$ cat config.mk
export PLATFORM = sky130hd
export DESIGN_NAME = tlv_field_finder_unit_flat
export DESIGN_NICKNAME = d
export VERILOG_FILES = /design/src/rtl/tlvff_pkg.sv /design/src/rtl/tlvff_ifs.sv /design/src/rtl/tlv_field_finder_unit.sv /design/src/rtl/tlvff_parser.sv /design/src/rtl/tlvff_out_queue.sv /design/src/flat_wrapper.sv
export SDC_FILE = /design/constraint.sdc
export NUM_CORES = 1
export LEC_CHECK = 0
export ABC_AREA = 1
export BUFFER_PORTS_ARGS = -buffer_cell sky130_fd_sc_hd__clkbuf_2
export CORE_MARGIN = 4
export CORE_UTILIZATION = 50
export DETAILED_ROUTE_END_ITERATION = 8
export GPL_TIMING_DRIVEN = 0
export PLACE_DENSITY = 0.68
export SLEW_MARGIN = 40
export SYNTH_ARGS = -nofsm -noshare
export SYNTH_HDL_FRONTEND = slang
export SYNTH_SLANG_ARGS = --single-unit
$ cat constraint.sdc
create_clock -name i_clk -period 3.4 [get_ports i_clk]
set_clock_uncertainty 0.2 [all_clocks]
set_input_delay 0.34 -clock i_clk [delete_from_list [all_inputs] [get_ports i_clk]]
set_output_delay 0.34 -clock i_clk [all_outputs]
set_load 0.01 [all_outputs]
$ cat src/rtl/tlvff_pkg.sv
// Package for the TLV field finder: parse phases, status codes, result beat
// and queue push request types, plus queue sizing constants.
// No dependencies.
package tlvff_pkg;

    typedef enum logic [2:0] {
        PH_TAG    = 3'd0,
        PH_LEN_HI = 3'd1,
        PH_LEN_LO = 3'd2,
        PH_VALUE  = 3'd3,
        PH_DONE   = 3'd4
    } t_phase;

    typedef enum logic [1:0] {
        ST_SUCCESS   = 2'd0,
        ST_NOT_FOUND = 2'd1,
        ST_MALFORMED = 2'd2
    } t_status;

    localparam logic KIND_VALUE  = 1'b0;
    localparam logic KIND_STATUS = 1'b1;

    // Result queue: two pushes per input beat at most.
    localparam int QDEPTH   = 4;
    localparam int QPTR_W   = $clog2(QDEPTH);
    localparam int QCOUNT_W = $clog2(QDEPTH + 1);

    typedef struct packed {
        logic        item_kind;
        logic [7:0]  value_byte;
        logic [15:0] value_length;
        logic [1:0]  search_status;
        logic        is_last;
    } t_result;

    typedef struct packed {
        logic    val_en;
        logic    stat_en;
        t_result val_item;
        t_result stat_item;
    } t_push_req;

    typedef struct packed {
        logic [QCOUNT_W-1:0] count;
        logic                has_room;
    } t_queue_status;

endpackage

$ cat src/rtl/tlvff_ifs.sv
// Channel interfaces for the TLV field finder: input byte beats, result
// beats and the search tag write channel. Depends on tlvff_pkg.
interface tlvff_byte_if;
    logic       valid;
    logic       ready;
    logic [7:0] data_byte;
    logic       block_end;

    modport source (output valid, output data_byte, output block_end, input ready);
    modport sink   (input valid, input data_byte, input block_end, output ready);
endinterface

interface tlvff_result_if;
    logic        valid;
    logic        ready;
    logic        item_kind;
    logic [7:0]  value_byte;
    logic [15:0] value_length;
    logic [1:0]  search_status;
    logic        is_last;

    modport source (output valid, output item_kind, output value_byte,
                    output value_length, output search_status, output is_last,
                    input ready);
    modport sink   (input valid, input item_kind, input value_byte,
                    input value_length, input search_status, input is_last,
                    output ready);
endinterface

interface tlvff_cfg_if;
    logic       valid;
    logic       ready;
    logic [7:0] search_tag;

    modport source (output valid, output search_tag, input ready);
    modport sink   (input valid, input search_tag, output ready);
endinterface

$ cat src/rtl/tlv_field_finder_unit.sv
// Top level of the TLV field finder: search tag register, parser and
// result queue. Depends on tlvff_pkg, tlvff_ifs, tlvff_parser, tlvff_out_queue.
//
//   port     dir  beat carries
//   i_in     in   data_byte[7:0], block_end
//   o_out    out  item_kind, value_byte[7:0], value_length[15:0],
//                 search_status[1:0], is_last
//   i_cfg    in   search_tag[7:0] (always ready)
//
// While i_in.ready is high, one input byte is accepted per cycle; it updates
// the phase machine and pushes zero, one or two result beats into a 4-entry
// queue in that cycle. A result beat can leave in the cycle after that byte.
// i_in.ready drops once the queue holds three or more beats, keeping room for
// the two beats one byte can push; with o_out stalled, at most three
// result-carrying bytes are taken before i_in backs up.
// Reset (synchronous, active low) clears the phase machine, the queue and
// the search tag (to 0).
module tlv_field_finder_unit (
    input  logic           i_clk,
    input  logic           i_rst_n,
    tlvff_byte_if.sink     i_in,
    tlvff_result_if.source o_out,
    tlvff_cfg_if.sink      i_cfg
);

    logic [7:0]                r_search_tag;
    logic                      in_fire;
    tlvff_pkg::t_push_req      push;
    tlvff_pkg::t_queue_status  q_status;

    // tag register: a write is seen from the next tag byte on
    assign i_cfg.ready = 1'b1;

    always_ff @(posedge i_clk) begin
        if (!i_rst_n) begin
            r_search_tag <= '0;
        end else if (i_cfg.valid) begin
            r_search_tag <= i_cfg.search_tag;
        end
    end

    // room for the worst case of two results per byte
    assign i_in.ready = q_status.has_room;
    assign in_fire    = i_in.valid & i_in.ready;

    tlvff_parser u_parser (
        .i_clk        (i_clk),
        .i_rst_n      (i_rst_n),
        .i_fire       (in_fire),
        .i_data_byte  (i_in.data_byte),
        .i_block_end  (i_in.block_end),
        .i_search_tag (r_search_tag),
        .o_push       (push)
    );

    tlvff_out_queue u_queue (
        .i_clk    (i_clk),
        .i_rst_n  (i_rst_n),
        .i_push   (push),
        .o_status (q_status),
        .o_out    (o_out)
    );

`ifndef SYNTHESIS
    a_no_overflow: assert property (@(posedge i_clk) disable iff (!i_rst_n)
        q_status.count <= tlvff_pkg::QCOUNT_W'(tlvff_pkg::QDEPTH))
        else $error("result queue overflow");

    a_end_gives_status: assert property (@(posedge i_clk) disable iff (!i_rst_n)
        in_fire && i_in.block_end |=> o_out.valid)
        else $error("block end produced no result");

    a_status_is_last: assert property (@(posedge i_clk) disable iff (!i_rst_n)
        o_out.valid |-> (o_out.item_kind == tlvff_pkg::KIND_STATUS) == o_out.is_last)
        else $error("is_last does not match item kind");

    a_value_fields: assert property (@(posedge i_clk) disable iff (!i_rst_n)
        o_out.valid && o_out.item_kind == tlvff_pkg::KIND_VALUE
        |-> o_out.search_status == tlvff_pkg::ST_SUCCESS && o_out.value_length != 16'd0)
        else $error("value beat with bad status or zero length");
`endif

endmodule

$ cat src/rtl/tlvff_parser.sv
// TLV header/value phase machine; turns one accepted byte into up to two
// queue pushes (value byte, end-of-block status). Depends on tlvff_pkg.
module tlvff_parser (
    input  logic                 i_clk,
    input  logic                 i_rst_n,
    input  logic                 i_fire,
    input  logic [7:0]           i_data_byte,
    input  logic                 i_block_end,
    input  logic [7:0]           i_search_tag,
    output tlvff_pkg::t_push_req o_push
);

    tlvff_pkg::t_phase r_phase, n_phase, step_phase;
    logic [15:0]       r_rem, n_rem;
    logic              r_match, n_match;
    logic              r_done, n_done;
    logic [15:0]       r_found_len, n_found_len;
    logic              unit_end;

    // next phase
    always_comb begin
        unit_end   = 1'b0;
        step_phase = r_phase;
        case (r_phase)
            tlvff_pkg::PH_TAG:    step_phase = tlvff_pkg::PH_LEN_HI;
            tlvff_pkg::PH_LEN_HI: step_phase = tlvff_pkg::PH_LEN_LO;
            tlvff_pkg::PH_LEN_LO: begin
                if ({r_rem[15:8], i_data_byte} == 16'd0) begin
                    unit_end = 1'b1;
                end else begin
                    step_phase = tlvff_pkg::PH_VALUE;
                end
            end
            tlvff_pkg::PH_VALUE: begin
                if (r_rem == 16'd1) begin
                    unit_end = 1'b1;
                end
            end
            default: step_phase = r_phase;
        endcase
        if (unit_end) begin
            step_phase = r_match ? tlvff_pkg::PH_DONE : tlvff_pkg::PH_TAG;
        end
        n_phase = i_block_end ? tlvff_pkg::PH_TAG : step_phase;
    end

    // datapath and pushes
    always_comb begin
        logic [15:0] step_rem;
        logic        step_match;
        logic        step_done;
        logic [15:0] step_found;
        step_rem   = r_rem;
        step_match = r_match;
        step_found = r_found_len;
        o_push     = '0;
        case (r_phase)
            tlvff_pkg::PH_TAG:    step_match = (i_data_byte == i_search_tag);
            tlvff_pkg::PH_LEN_HI: step_rem = {i_data_byte, 8'h00};
            tlvff_pkg::PH_LEN_LO: begin
                step_rem = {r_rem[15:8], i_data_byte};
                if (r_match) begin
                    step_found = {r_rem[15:8], i_data_byte};
                end
            end
            tlvff_pkg::PH_VALUE: begin
                step_rem = r_rem - 16'd1;
                if (r_match) begin
                    o_push.val_en                 = i_fire;
                    o_push.val_item.item_kind     = tlvff_pkg::KIND_VALUE;
                    o_push.val_item.value_byte    = i_data_byte;
                    o_push.val_item.value_length  = r_found_len;
                    o_push.val_item.search_status = tlvff_pkg::ST_SUCCESS;
                    o_push.val_item.is_last       = 1'b0;
                end
            end
            default: step_rem = r_rem;
        endcase
        step_done = r_done | (unit_end & r_match);

        o_push.stat_en             = i_fire & i_block_end;
        o_push.stat_item.item_kind = tlvff_pkg::KIND_STATUS;
        o_push.stat_item.is_last   = 1'b1;
        if (step_done) begin
            o_push.stat_item.search_status = tlvff_pkg::ST_SUCCESS;
            o_push.stat_item.value_length  = step_found;
        end else if (step_phase == tlvff_pkg::PH_TAG) begin
            o_push.stat_item.search_status = tlvff_pkg::ST_NOT_FOUND;
        end else begin
            o_push.stat_item.search_status = tlvff_pkg::ST_MALFORMED;
        end

        // block end clears all per-block state
        n_rem       = i_block_end ? 16'd0 : step_rem;
        n_match     = i_block_end ? 1'b0 : step_match;
        n_done      = i_block_end ? 1'b0 : step_done;
        n_found_len = i_block_end ? 16'd0 : step_found;
    end

    always_ff @(posedge i_clk) begin
        if (!i_rst_n) begin
            r_phase     <= tlvff_pkg::PH_TAG;
            r_rem       <= '0;
            r_match     <= 1'b0;
            r_done      <= 1'b0;
            r_found_len <= '0;
        end else if (i_fire) begin
            r_phase     <= n_phase;
            r_rem       <= n_rem;
            r_match     <= n_match;
            r_done      <= n_done;
            r_found_len <= n_found_len;
        end
    end

endmodule

$ cat src/rtl/tlvff_out_queue.sv
// Small result queue: takes up to two beats per cycle, releases one per cycle while o_out.ready is high.
// Depends on tlvff_pkg and tlvff_result_if.
module tlvff_out_queue (
    input  logic                     i_clk,
    input  logic                     i_rst_n,
    input  tlvff_pkg::t_push_req     i_push,
    output tlvff_pkg::t_queue_status o_status,
    tlvff_result_if.source           o_out
);

    localparam int PW = tlvff_pkg::QPTR_W;
    localparam int CW = tlvff_pkg::QCOUNT_W;

    tlvff_pkg::t_result r_mem [tlvff_pkg::QDEPTH];
    logic [PW-1:0]      r_wr_ptr, n_wr_ptr;
    logic [PW-1:0]      r_rd_ptr, n_rd_ptr;
    logic [CW-1:0]      r_count, n_count;
    logic               pop;
    logic [CW-1:0]      push_cnt;
    logic [PW-1:0]      stat_ptr;

    assign pop      = o_out.valid & o_out.ready;
    assign push_cnt = CW'(i_push.val_en) + CW'(i_push.stat_en);
    assign stat_ptr = r_wr_ptr + PW'(i_push.val_en);
    assign n_wr_ptr = r_wr_ptr + PW'(push_cnt);
    assign n_rd_ptr = r_rd_ptr + PW'(pop);
    assign n_count  = r_count + push_cnt - CW'(pop);

    assign o_status.count    = r_count;
    assign o_status.has_room = (r_count <= CW'(tlvff_pkg::QDEPTH - 2));

    assign o_out.valid         = (r_count != '0);
    assign o_out.item_kind     = r_mem[r_rd_ptr].item_kind;
    assign o_out.value_byte    = r_mem[r_rd_ptr].value_byte;
    assign o_out.value_length  = r_mem[r_rd_ptr].value_length;
    assign o_out.search_status = r_mem[r_rd_ptr].search_status;
    assign o_out.is_last       = r_mem[r_rd_ptr].is_last;

    always_ff @(posedge i_clk) begin
        if (i_push.val_en) begin
            r_mem[r_wr_ptr] <= i_push.val_item;
        end
        if (i_push.stat_en) begin
            r_mem[stat_ptr] <= i_push.stat_item;
        end
    end

    always_ff @(posedge i_clk) begin
        if (!i_rst_n) begin
            r_wr_ptr <= '0;
            r_rd_ptr <= '0;
            r_count  <= '0;
        end else begin
            r_wr_ptr <= n_wr_ptr;
            r_rd_ptr <= n_rd_ptr;
            r_count  <= n_count;
        end
    end

endmodule

$ cat src/flat_wrapper.sv
// flat-port wrapper written by rule: the top's interface ports become plain ports
module tlv_field_finder_unit_flat 
  (i_clk, i_rst_n, i_in_valid, i_in_data_byte, i_in_block_end, i_in_ready, o_out_valid, o_out_item_kind, o_out_value_byte, o_out_value_length, o_out_search_status, o_out_is_last, o_out_ready, i_cfg_valid, i_cfg_search_tag, i_cfg_ready);
  tlvff_byte_if i_in_i ();
  tlvff_result_if o_out_i ();
  tlvff_cfg_if i_cfg_i ();
  input  logic i_clk;
  input  logic i_rst_n;
  input wire logic [$bits(i_in_i.valid)-1:0] i_in_valid;
  input wire logic [$bits(i_in_i.data_byte)-1:0] i_in_data_byte;
  input wire logic [$bits(i_in_i.block_end)-1:0] i_in_block_end;
  output wire logic [$bits(i_in_i.ready)-1:0] i_in_ready;
  output wire logic [$bits(o_out_i.valid)-1:0] o_out_valid;
  output wire logic [$bits(o_out_i.item_kind)-1:0] o_out_item_kind;
  output wire logic [$bits(o_out_i.value_byte)-1:0] o_out_value_byte;
  output wire logic [$bits(o_out_i.value_length)-1:0] o_out_value_length;
  output wire logic [$bits(o_out_i.search_status)-1:0] o_out_search_status;
  output wire logic [$bits(o_out_i.is_last)-1:0] o_out_is_last;
  input wire logic [$bits(o_out_i.ready)-1:0] o_out_ready;
  input wire logic [$bits(i_cfg_i.valid)-1:0] i_cfg_valid;
  input wire logic [$bits(i_cfg_i.search_tag)-1:0] i_cfg_search_tag;
  output wire logic [$bits(i_cfg_i.ready)-1:0] i_cfg_ready;
  assign i_in_i.valid = i_in_valid;
  assign i_in_i.data_byte = i_in_data_byte;
  assign i_in_i.block_end = i_in_block_end;
  assign i_in_ready = i_in_i.ready;
  assign o_out_valid = o_out_i.valid;
  assign o_out_item_kind = o_out_i.item_kind;
  assign o_out_value_byte = o_out_i.value_byte;
  assign o_out_value_length = o_out_i.value_length;
  assign o_out_search_status = o_out_i.search_status;
  assign o_out_is_last = o_out_i.is_last;
  assign o_out_i.ready = o_out_ready;
  assign i_cfg_i.valid = i_cfg_valid;
  assign i_cfg_i.search_tag = i_cfg_search_tag;
  assign i_cfg_ready = i_cfg_i.ready;
  tlv_field_finder_unit u_core (.i_clk(i_clk), .i_rst_n(i_rst_n), .i_in(i_in_i), .o_out(o_out_i), .i_cfg(i_cfg_i));
endmodule
==> qor.txt, run 1 <==
outcome: completed
Post-Syn Area: 0.00825 mm2
crit path capture type: flip-flop
Post-synth top flop: dfxtp_1
Max Cap Viol: 0
Cell Count, Final, Fillers Out: 1388
Num CTS Buffers: 17
# rows: 46
later-pin clock latency in the skew report: 0.43 ns
DR pass1 iterations: 6
crit path kind: flip-flop to flip-flop
gr usage total: 27.0%
most common cell after layout, fill and taps aside: nand2_1
io pins: 53
Buffers on Ports: 51
most frequent cells in the layout: 185 x nand2_1, 166 x o21ai_0, 157 x nor2_1
asr flop ratio synth: 0%
setup total negative slack: 0 ns
Avg Inst Size Synth: 7.63 um2
root buf cell: clkbuf_16
Reg2Reg Launch Point: u_core.u_parser.r_phase[2]
PD cells: 574 mW/mm2
initial core utilization: 51.6%
Final #Nets: 1191
Avg WL per Cell: 17.8 um
vias in the first global route: 7295
#FFs+latches synth: 160
Syn. warnings: 0
RSZ-0062 raised after global routing: false
die width: 136 um
crit start category: flip-flop
DR iter-0 viols: 899
routability cong.: 0.938
Slew headroom: 50.7%
PostCTS Resize Cnt: 0
Min Clock Period, post-route: 3.12 ns
wirelength, routed: 24800 um
global-route wire length before repair: 38300 um
Seq/Total Area, Yosys: 47.6%
Worst Path Max Fanout: 18
Hold Fails Final Rpt: 0
initial antenna violation count: 0
register clock-pin slew on the reported worst setup and hold paths: 0.06 ns
Syn Nets: 1113
Yosys cell types: 41
Vias: 7939
Worst Setup SP: u_core.u_parser.r_phase[2]
crit path DAT: 2.99 ns
Worst Path Required: 3.27 ns
final period utilization: 91.7%
clock sink count: 160
PnR Total Power: 0.00542 W
ANT nets after route: 0
Max Transition Viols Final: 0
Syn-to-layout area delta: 14.5%
hold path startpoint: i_rst_n
antenna cells: 0
largest net degree at the start of global routing: 19
worst-margin pin slew: 0.740 ns
CTS tree: yes
Post-synth EDFFs: 72
cell count after synthesis: 1081
hold crit path type: input port to flip-flop
DP HPWL: 17000 um
CTS Hold Bufs: 8
placed insts: 1348
fmax: 0.321 GHz
vias per cell: 5.72
core area: 0.0160 mm2
die height: 136 um
gr ovfl total: 0
Leak: 3.57 nW
DIE AREA: 0.0186 mm2
DRC violations left: 0
Setup Buffers After CTS: 0
share of cells above drive strength 1: 11.6%
Max Root-Sink Buffers: 2
# setup viols final: 0
Peak VDD IR: 330 uV
H-tree depth: 4
reg-to-reg slack, setup: 0.28 ns
## cells by family (layout without fill, tap and decap cells)
group / Yosys count / count (layout) / share of synthesized area (%)
and+or+nand+nor: 461 / 461 / 23.9
AOI/OAI and AO/OA: 297 / 297 / 18.8
DFF: 160 / 160 / 47.6
buffers and inverters: 142 / 233 / 7.07
adders and majority gates: 10 / 10 / 1.61
xor gates and xnor gates: 10 / 10 / 1.06
other: 1 / 1 / 0.0454
## sequential cells by signal, summed over array words and instances, names as in the netlist
| signal | count |
|---|---|
| u_core.u_queue.r_count | 3 |
| u_core.u_parser.r_phase | 3 |
| u_core.u_parser.r_rem | 16 |
| u_core.u_parser.r_found_len | 16 |
| u_core.u_parser.r_match | 1 |
| u_core.r_search_tag | 8 |
| u_core.u_queue.r_mem | 108 |
| u_core.u_parser.r_done | 1 |
| u_core.u_queue.r_rd_ptr | 2 |
| u_core.u_queue.r_wr_ptr | 2 |
## area by class of cell
class | count | area, um2
Sequential cell | 160 | 3920
Clock buffer | 23 | 470
Multi-Input combinational cell | 779 | 3750
Timing Repair Buffer | 59 | 335
Inverter | 78 | 293
Buffer | 64 | 290
Clock inverter | 9 | 109
Fill cell | 1523 | 6550
Tap cell | 216 | 270
## path summary, 6_finish.rpt
kind	cells after the start	to
setup / recovery	11	u_core.u_queue.r_mem[1][12]
hold / removal	3	u_core.u_parser.r_match
setup reg to reg	11	u_core.u_queue.r_mem[1][12]
hold reg to reg	2	u_core.u_queue.r_mem[1][0]
## layer usage
metal / share of wire [%] / vias up / global-route usage (%)
li1: - / 3796 / -
met1: 42 / 3633 / 36.2
met2: 45 / 438 / 42.3
met3: 9.7 / 72 / 5.22
met4: 3.3 / 0 / 12.2
met5: 0 / - / 0
## stage by stage
step	util [%]	hold WS, ns	instance area [um2]	setup slack, ns
after global routing	59.0	0.0236	9450	0.0972
after floorplan	-	0.214	8250	0.743
after global placement	54.9	0.222	8780	0.0300
after CTS	59.0	0.000971	9450	0.300
after detailed placement	54.9	0.236	8790	0.306
final	59.0	0.00850	9450	0.283
## power breakdown
part / switching [W] / internal [W]
Clock: 0.000783 / 0.00113
Sequential: 0.0000736 / 0.00214
Combinational: 0.000881 / 0.000412
Total: 0.00174 / 0.00368
## critical path, cell delays in order, from the launching register on
cell	delay, ns
dfxtp_1	0.42
inv_2	0.09
nand3_2	0.09
inv_2	0.05
nand2_4	0.15
nor2_8	0.08
ha_1	0.21
or2_2	0.29
nand2_1	0.10
nand3_1	0.29
buf_2	0.33
nand2_2	0.45
## synthesized netlist by cell type (2+ instances only)
cell | count | area share (%)
nor2_2 | 5 | 0.38
nand2_1 | 189 | 8.6
o21ai_1 | 17 | 1.0
nor2_4 | 3 | 0.41
nand2_4 | 3 | 0.41
o21ai_0 | 166 | 10
a21oi_1 | 78 | 4.7
buf_2 | 25 | 1.5
nand2_2 | 2 | 0.15
a21boi_0 | 4 | 0.36
clkbuf_1 | 34 | 1.5
inv_2 | 4 | 0.18
buf_4 | 3 | 0.27
xor2_1 | 8 | 0.85
a21boi_1 | 2 | 0.18
o22ai_1 | 25 | 1.9
xnor2_1 | 2 | 0.21
nand3_1 | 90 | 5.5
dfxtp_1 | 88 | 21
nand3_2 | 4 | 0.49
edfxtp_1 | 72 | 26
inv_1 | 73 | 3.3
nor3_1 | 2 | 0.12
nor2_1 | 157 | 7.1
ha_1 | 9 | 1.4
Power figures use the tool's default switching activity.
==> inputs of run 2 (changes only) <==
PLACE_DENSITY = 0.67   (was 0.68)
SYNTH_HIERARCHICAL = 1   (was default)
==> run 2 against run 1 <==
Net effect: clock power increased by 4%; critical endpoint is now u_core/u_queue/r_mem[0][14]; die area increased by 18%; critical path depth increased by 2; register-to-register slack got worse by 0.09 ns; area after synthesis increased by 19%; maximum frequency decreased by 2.7%; sequential power increased by 3%; cell area increased by 20%; first-iteration DRC count decreased by 6.2%; via count increased by 9.6%; global-route usage decreased by 2.4 points.
==> qor.txt, run 2 <==
dominant cell type by area after synthesis: edfxtp_1
Post-synth EDFFs: 112 (+56%)
CTS tree: yes
crit path kind: flip-flop to flip-flop
register clock-pin slew on the reported worst setup and hold paths: 0.07 ns (about the same)
placed insts: 1629 (+21%)
max FFs per register: 112 (+3.7%)
vias in the first global route: 8165 (+12%)
Post-synth top flop: edfxtp_1
routability cong.: 0.898 (-4.2%)
core area: 0.0194 mm2 (+21%)
vias per cell: 5.21 (-8.8%)
crit start category: flip-flop
Final #Nets: 1423 (+19%)
CP max stage delay: 0.47 ns (+0.02 ns)
global-route wire length before repair: 42600 um (+11%)
Avg Inst Size Synth: 7.59 um2 (-0.59%)
Hold Fails Final Rpt: 0 (unchanged)
Min Clock Period, post-route: 3.20 ns (+0.0855 ns)
Worst Path Max Fanout: 15 (-3)
PD cells: 510 mW/mm2 (-11%)
initial core utilization: 50.8% (-0.80 points)
Seq/Total Area, Yosys: 44.7% (-2.8 points)
Max Cap Viol: 0 (unchanged)
largest net degree at the start of global routing: 18 (-1)
later-pin clock latency in the skew report: 0.42 ns (about the same)
gr ovfl total: 0 (unchanged)
die height: 148 um (+8.7%)
antenna cells: 0 (unchanged)
io pins: 53 (unchanged)
switching power: 0.00189 W (+8.7%)
cell with the most instances after synthesis: nand2_1
clock sink count: 164 (+2.5%)
Slew headroom: 56.5% (+5.8 points)
largest reg by FF count: u_core/u_queue/r_mem
most common cell after layout, fill and taps aside: nand2_1
fmax: 0.312 GHz (-2.7%)
top cells by count, synth: 426 x nand2_1, 133 x nand3_1, 131 x inv_1, 112 x edfxtp_1, 102 x nor2_1
Yosys cell types: 44 (+7.3%)
Buffers on Ports: 50 (-2.0%)
Cell Count, Final, Fillers Out: 1669 (+20%)
Synth area leaders: edfxtp_1 34%, nand2_1 16%, dfxtp_1 11%
outcome: completed
final core occ: 58.3% (-0.70 points)
initial antenna violation count: 0 (unchanged)
hold crit path type: input port to flip-flop
root buf cell: clkbuf_16
H-tree depth: 4 (unchanged)
crit path capture type: flip-flop
DR iter-0 viols: 843 (-6.2%)
most frequent cells in the layout: 425 x nand2_1, 133 x nand3_1, 131 x inv_1
Leak: 5.09 nW (+42%)
sequential power share: 39.5% (-1.4 points)
crit path DAT: 3.13 ns (+0.14 ns)
DR pass1 iterations: 6 (unchanged)
Max Root-Sink Buffers: 2 (unchanged)
switching share of power: 32.7% (+0.66 points)
DIE AREA: 0.0220 mm2 (+18%)
# setup viols final: 0 (unchanged)
Clock power frac: 34.5% (-0.8 points)
Avg WL per Cell: 15.8 um (-12%)
cell count after synthesis: 1298 (+20%)
worst-margin pin slew: 0.653 ns (-0.0874 ns)
critical path, cell by cell: inv_2 > nor2_4 > inv_4 > nor2_8 > nand2_2 > nor2_2 > ha_1 > nor2_2 > nand2_2 > buf_6 > buf_6 > o21ai_4 > buf_8
die width: 148 um (+8.7%)
DP HPWL: 19700 um (+16%)
asr flop ratio synth: 0% (unchanged)
# rows: 51 (+11%)
hold slack: 0.00974 ns (+0.00124 ns)
RSZ-0062 raised after global routing: false
Placed Area: 0.0106 mm2 (+21%)
Comb power frac: 25.9% (+2.0 points)
Design Area, Final: 0.0113 mm2 (+20%)
wirelength, routed: 26300 um (+6.4%)
Post-Syn Area: 0.00985 mm2 (+19%)
share of cells above drive strength 1: 15.4% (+3.8 points)
Synth top area share: 34.1% (+7.9 points)
ANT nets after route: 0 (unchanged)
gr usage total: 24.6% (-2.4 points)
internal power: 0.00388 W (+5.5%)
biggest regs: u_core/u_queue/r_mem: 112 flops, u_core/u_parser/r_found_len: 16 flops, u_core/u_parser/r_rem: 16 flops
Peak VDD IR: 332 uV (+0.64%)
Crit-path slowest cell: dfxtp_1
#FFs+latches synth: 164 (+2.5%)
Worst Path Required: 3.33 ns (+0.06 ns)
reg-to-reg slack, setup: 0.20 ns (-0.09 ns)
PnR Total Power: 0.00577 W (+6.5%)
Vias: 8702 (+9.6%)
Num CTS Buffers: 17 (unchanged)
filler cell count: 1843 (+21%)
Max Transition Viols Final: 0 (unchanged)
DRC violations left: 0 (unchanged)
Syn. warnings: 6 (+6)
final period utilization: 94.2% (+2.5 points)
Syn-to-layout area delta: 14.9%
run 2: final cells by class:
type | count | area (um2) | share of cell area (%)
Tap cell | 265 | 332 | 2.93
Timing Repair Buffer | 63 | 438 | 3.87
Clock inverter | 13 | 174 | 1.54
Multi-Input combinational cell | 919 | 4370 | 38.6
Sequential cell | 164 | 4400 | 38.9
Inverter | 140 | 531 | 4.69
Buffer | 86 | 633 | 5.59
Clock buffer | 19 | 433 | 3.83
run 2: worst max-delay path: cells and delay by family (launching register included):
family                   cells  cell delay (ns)
AND/OR/NAND/NOR              6             0.94
buffers and inverters        5             0.76
flip-flops                   1             0.47
adder cells (fa/ha/maj)      1             0.28
AO/OA/AOI/OAI                1             0.23
run 2: repair_timing:
item,CTS,global route
endpoints found under the hold margin,8,0
setup endpoints to repair,1,28
gates cloned,0,0
gates resized for setup,1,1
buffers inserted,0,0
hold buffers,9,0
run 2: kinds of logic after synthesis:
kind of cell	Yosys count	synth area share, %
flip-flops	164	44.7
AO/OA/AOI/OAI	174	10.4
XOR/XNOR	5	0.445
buffers and inverters	227	11.9
AND/OR/NAND/NOR	715	31.1
other	3	0.114
adder cells (fa/ha/maj)	10	1.35
run 2: metal layers:
metal	wire (um)	share of wire, %	global-route usage, %	vias to the layer above
met5	0	0	0	-
met1	11200	42	32.5	3957
met2	12900	49	41.9	339
met3	1710	6.5	3.63	47
li1	-	-	-	4359
met4	573	2.2	7.81	0
run 2: metrics by stage:
stage / worst slack (ns) / TNS, ns
after global routing: 0.0110 / 0
final: 0.197 / 0
after floorplan: 0.419 / 0
after global placement: -0.222 / -17.01
after CTS: 0.0654 / 0
after detailed placement: 0.0229 / 0
run 2: worst paths after layout:
| kind | start | to | depth (start not counted) |
|---|---|---|---|
| setup reg to reg | u_core/u_parser/r_phase[0] | u_core/u_queue/r_mem[0][14] | 13 |
| hold / removal | i_cfg_search_tag[6] | u_core/r_search_tag[6] | 5 |
| setup / recovery | u_core/u_parser/r_phase[0] | u_core/u_queue/r_mem[0][14] | 13 |
| hold reg to reg | u_core/u_parser/r_rem[1] | u_core/u_parser/r_rem[1] | 2 |
run 2: power groups by stage:
| stage | registers, W | clock network [W] | logic, W |
|---|---|---|---|
| final | 0.00228 | 0.00199 | 0.00150 |
| after global routing | 0.00229 | 0.00212 | 0.00167 |
| after CTS | 0.00228 | 0.00203 | 0.00151 |
| after detailed placement | 0.00233 | 0 | 0.00150 |
| after global placement | 0.00233 | 0 | 0.00146 |
| after floorplan | 0.00231 | 0 | 0.000959 |
==> inputs of run 3 (changes only) <==
CORE_MARGIN = 2   (was 4)
PLACE_DENSITY = 0.68   (was 0.67)
SYNTH_HIERARCHICAL = default   (was 1)
==> run 3 against run 2 <==
Net effect: hold slack better by 0.034 ns; combinational power is 15% lower; critical path type unchanged; first-iteration DRC count fell by 3.8%; total power decreased by 9.2%; die area fell by 20%; sequential share of layout area rose by 2.8 points; maximum frequency increased by 2.1%; sequential power decreased by 3%; clock-buffer cell count is 1 lower; critical path depth down 2; core utilization rose by 0.43 points; non-clock buffer count decreased by 25.
==> qor.txt, run 3 (same netlist as run 1, synthesis figures left out) <==
outcome: completed
switching share of power: 32.4% (-0.27 points)
vias per cell: 5.65 (+8.4%)
GRT busiest layer: met2
switching power: 0.00170 W (-10%)
routing usage on met2: 42.2% (+0.35 points)
Final #Nets: 1192 (-16%)
Num CTS Buffers: 17 (unchanged)
root buf cell: clkbuf_16
DP HPWL: 16600 um (-15%)
hold crit path type: input port to flip-flop
Setup Buffers After CTS: 0 (unchanged)
DRC violations left: 0 (unchanged)
largest reg by FF count: u_core.u_queue.r_mem
Max Transition Viols Final: 0 (unchanged)
die height: 132 um (-11%)
DR iter-0 viols: 811 (-3.8%)
initial core utilization: 51.6% (+0.80 points)
Leak: 3.54 nW (-30%)
register clock-pin slew on the reported worst setup and hold paths: 0.06 ns (about the same)
worst-margin pin slew: 0.738 ns (+0.0853 ns)
biggest regs: u_core.u_queue.r_mem: 108 flops, u_core.u_parser.r_found_len: 16 flops, u_core.u_parser.r_rem: 16 flops
setup total negative slack: 0 ns (unchanged)
Clock power frac: 33.4% (-1.1 points)
# rows: 46 (-9.8%)
Worst Path Max Fanout: 18 (+3)
core area: 0.0160 mm2 (-18%)
RSZ-0062 raised after global routing: false
final period utilization: 92.2% (-2.0 points)
Worst Path Required: 3.27 ns (-0.06 ns)
sequential power share: 42.2% (+2.7 points)
Comb power frac: 24.4% (-1.5 points)
share of cells above drive strength 1: 11.4% (-4.0 points)
ANT nets after route: 0 (unchanged)
Min Clock Period, post-route: 3.14 ns (-0.0664 ns)
critical path, cell by cell: inv_2 > nand3_2 > inv_2 > nand2_4 > nor2_8 > ha_1 > or2_2 > nand2_1 > nand3_1 > buf_2 > nand2_2
max FFs per register: 108 (-3.6%)
later-pin clock latency in the skew report: 0.43 ns (about the same)
global-route wire length before repair: 37600 um (-12%)
# setup viols final: 0 (unchanged)
PD cells: 557 mW/mm2 (+9.2%)
gr usage total: 27.6% (+3.0 points)
Top cell by count, worst path: inv_2
CP delay by family, top: simple AND/OR/NAND/NOR gates
initial antenna violation count: 0 (unchanged)
crit start category: flip-flop
DR pass1 iterations: 8 (+2)
Max Cap Viol: 0 (unchanged)
fmax: 0.319 GHz (+2.1%)
Avg WL per Cell: 17.4 um (+10%)
Peak VDD IR: 366 uV (+10%)
buffer and inverter count on the worst path: 3 (-2)
antenna cells: 0 (unchanged)
CP max stage delay: 0.44 ns (-0.03 ns)
DIE AREA: 0.0175 mm2 (-20%)
clock sink count: 160 (-2.4%)
Slew headroom: 50.8% (-5.7 points)
Vias: 7844 (-9.9%)
vias in the first global route: 7068 (-13%)
die width: 132 um (-11%)
Syn-to-layout area delta: 14.0%
M1 GR Usage: 38.2% (+5.7 points)
Hold Fails Final Rpt: 0 (unchanged)
io pins: 53 (unchanged)
most common cell after layout, fill and taps aside: nand2_1
PnR Total Power: 0.00524 W (-9.2%)
CTS tree: yes
crit path capture type: flip-flop
filler cell count: 1520 (-18%)
gr ovfl total: 0 (unchanged)
H-tree depth: 4 (unchanged)
crit path DAT: 3.01 ns (-0.12 ns)
crit path kind: flip-flop to flip-flop
Buffers on Ports: 51 (+2.0%)
Max Root-Sink Buffers: 2 (unchanged)
routability cong.: 0.953 (+6.1%)
CTS Hold Bufs: 9 (unchanged)
wirelength, routed: 24100 um (-8.4%)
most frequent cells in the layout: 185 x nand2_1, 166 x o21ai_0, 157 x nor2_1
internal power: 0.00354 W (-8.9%)
Crit-path slowest cell: nand2_2
largest net degree at the start of global routing: 19 (+1)
met3 Use GR: 5.82% (+2.2 points)
PostCTS Resize Cnt: 0 (-1)
==> run 3: final timing paths <==
kind,start,end,slack (ns),cells after the start
worst max-delay path,u_core.u_parser.r_phase[2],u_core.u_queue.r_mem[1][12],0.26,11
worst max register to register,u_core.u_parser.r_phase[2],u_core.u_queue.r_mem[1][12],0.26,11
worst min-delay path,i_cfg_valid,u_core.r_search_tag[4],0.04,3
worst min register to register,u_core.u_queue.r_mem[1][0],u_core.u_queue.r_mem[1][0],0.24,2
==> run 3: worst reg2reg max path, cell delays in order, from the launching register on <==
cell     delay [ns]
dfxtp_1        0.42
inv_2          0.08
nand3_2        0.09
inv_2          0.05
nand2_4        0.15
nor2_8         0.08
ha_1           0.21
or2_2          0.30
nand2_1        0.10
nand3_1        0.29
buf_2          0.34
nand2_2        0.44
==> run 3: stage by stage <==
stage          cell area [um2]  utilization (%)  hold WS (ns)  cells  worst slack [ns]
6_report                  9400             58.8        0.0435   1388             0.264
3_5_place_dp              8790             54.9         0.228   1348             0.336
3_3_place_gp              8780             54.9         0.223   1348            0.0403
4_1_cts                   9400             58.8        0.0301   1388             0.283
5_1_grt                   9400             58.8        0.0832   1388            0.0942
2_1_floorplan             8250                -         0.214   1081             0.743
==> run 3: layout make-up <==
class                      count  area [um2]  area share, %
clock buffer                  18         429           4.56
clock inverter                13        97.6           1.04
buffer                        64         290           3.09
inverter                      78         293           3.11
timing repair buffer          60         345           3.67
sequential                   160        3920           41.7
tap                          216         270           2.87
multi-input combinational    779        3750           39.9
==> run 3: power groups by stage <==
stage | clock network (W) | logic [W] | registers, W
floorplan | 0 | 0.000804 | 0.00223
global placement | 0 | 0.00125 | 0.00225
detailed placement | 0 | 0.00126 | 0.00225
CTS | 0.00176 | 0.00127 | 0.00221
global route | 0.00183 | 0.00142 | 0.00222
finish | 0.00175 | 0.00128 | 0.00221
==> run 3: per-layer routing <==
layer | wire (um) | vias to the layer above
met5 | 0 | -
met3 | 2030 | 59
met4 | 894 | 0
li1 | - | 3798
met2 | 10900 | 385
met1 | 10400 | 3602
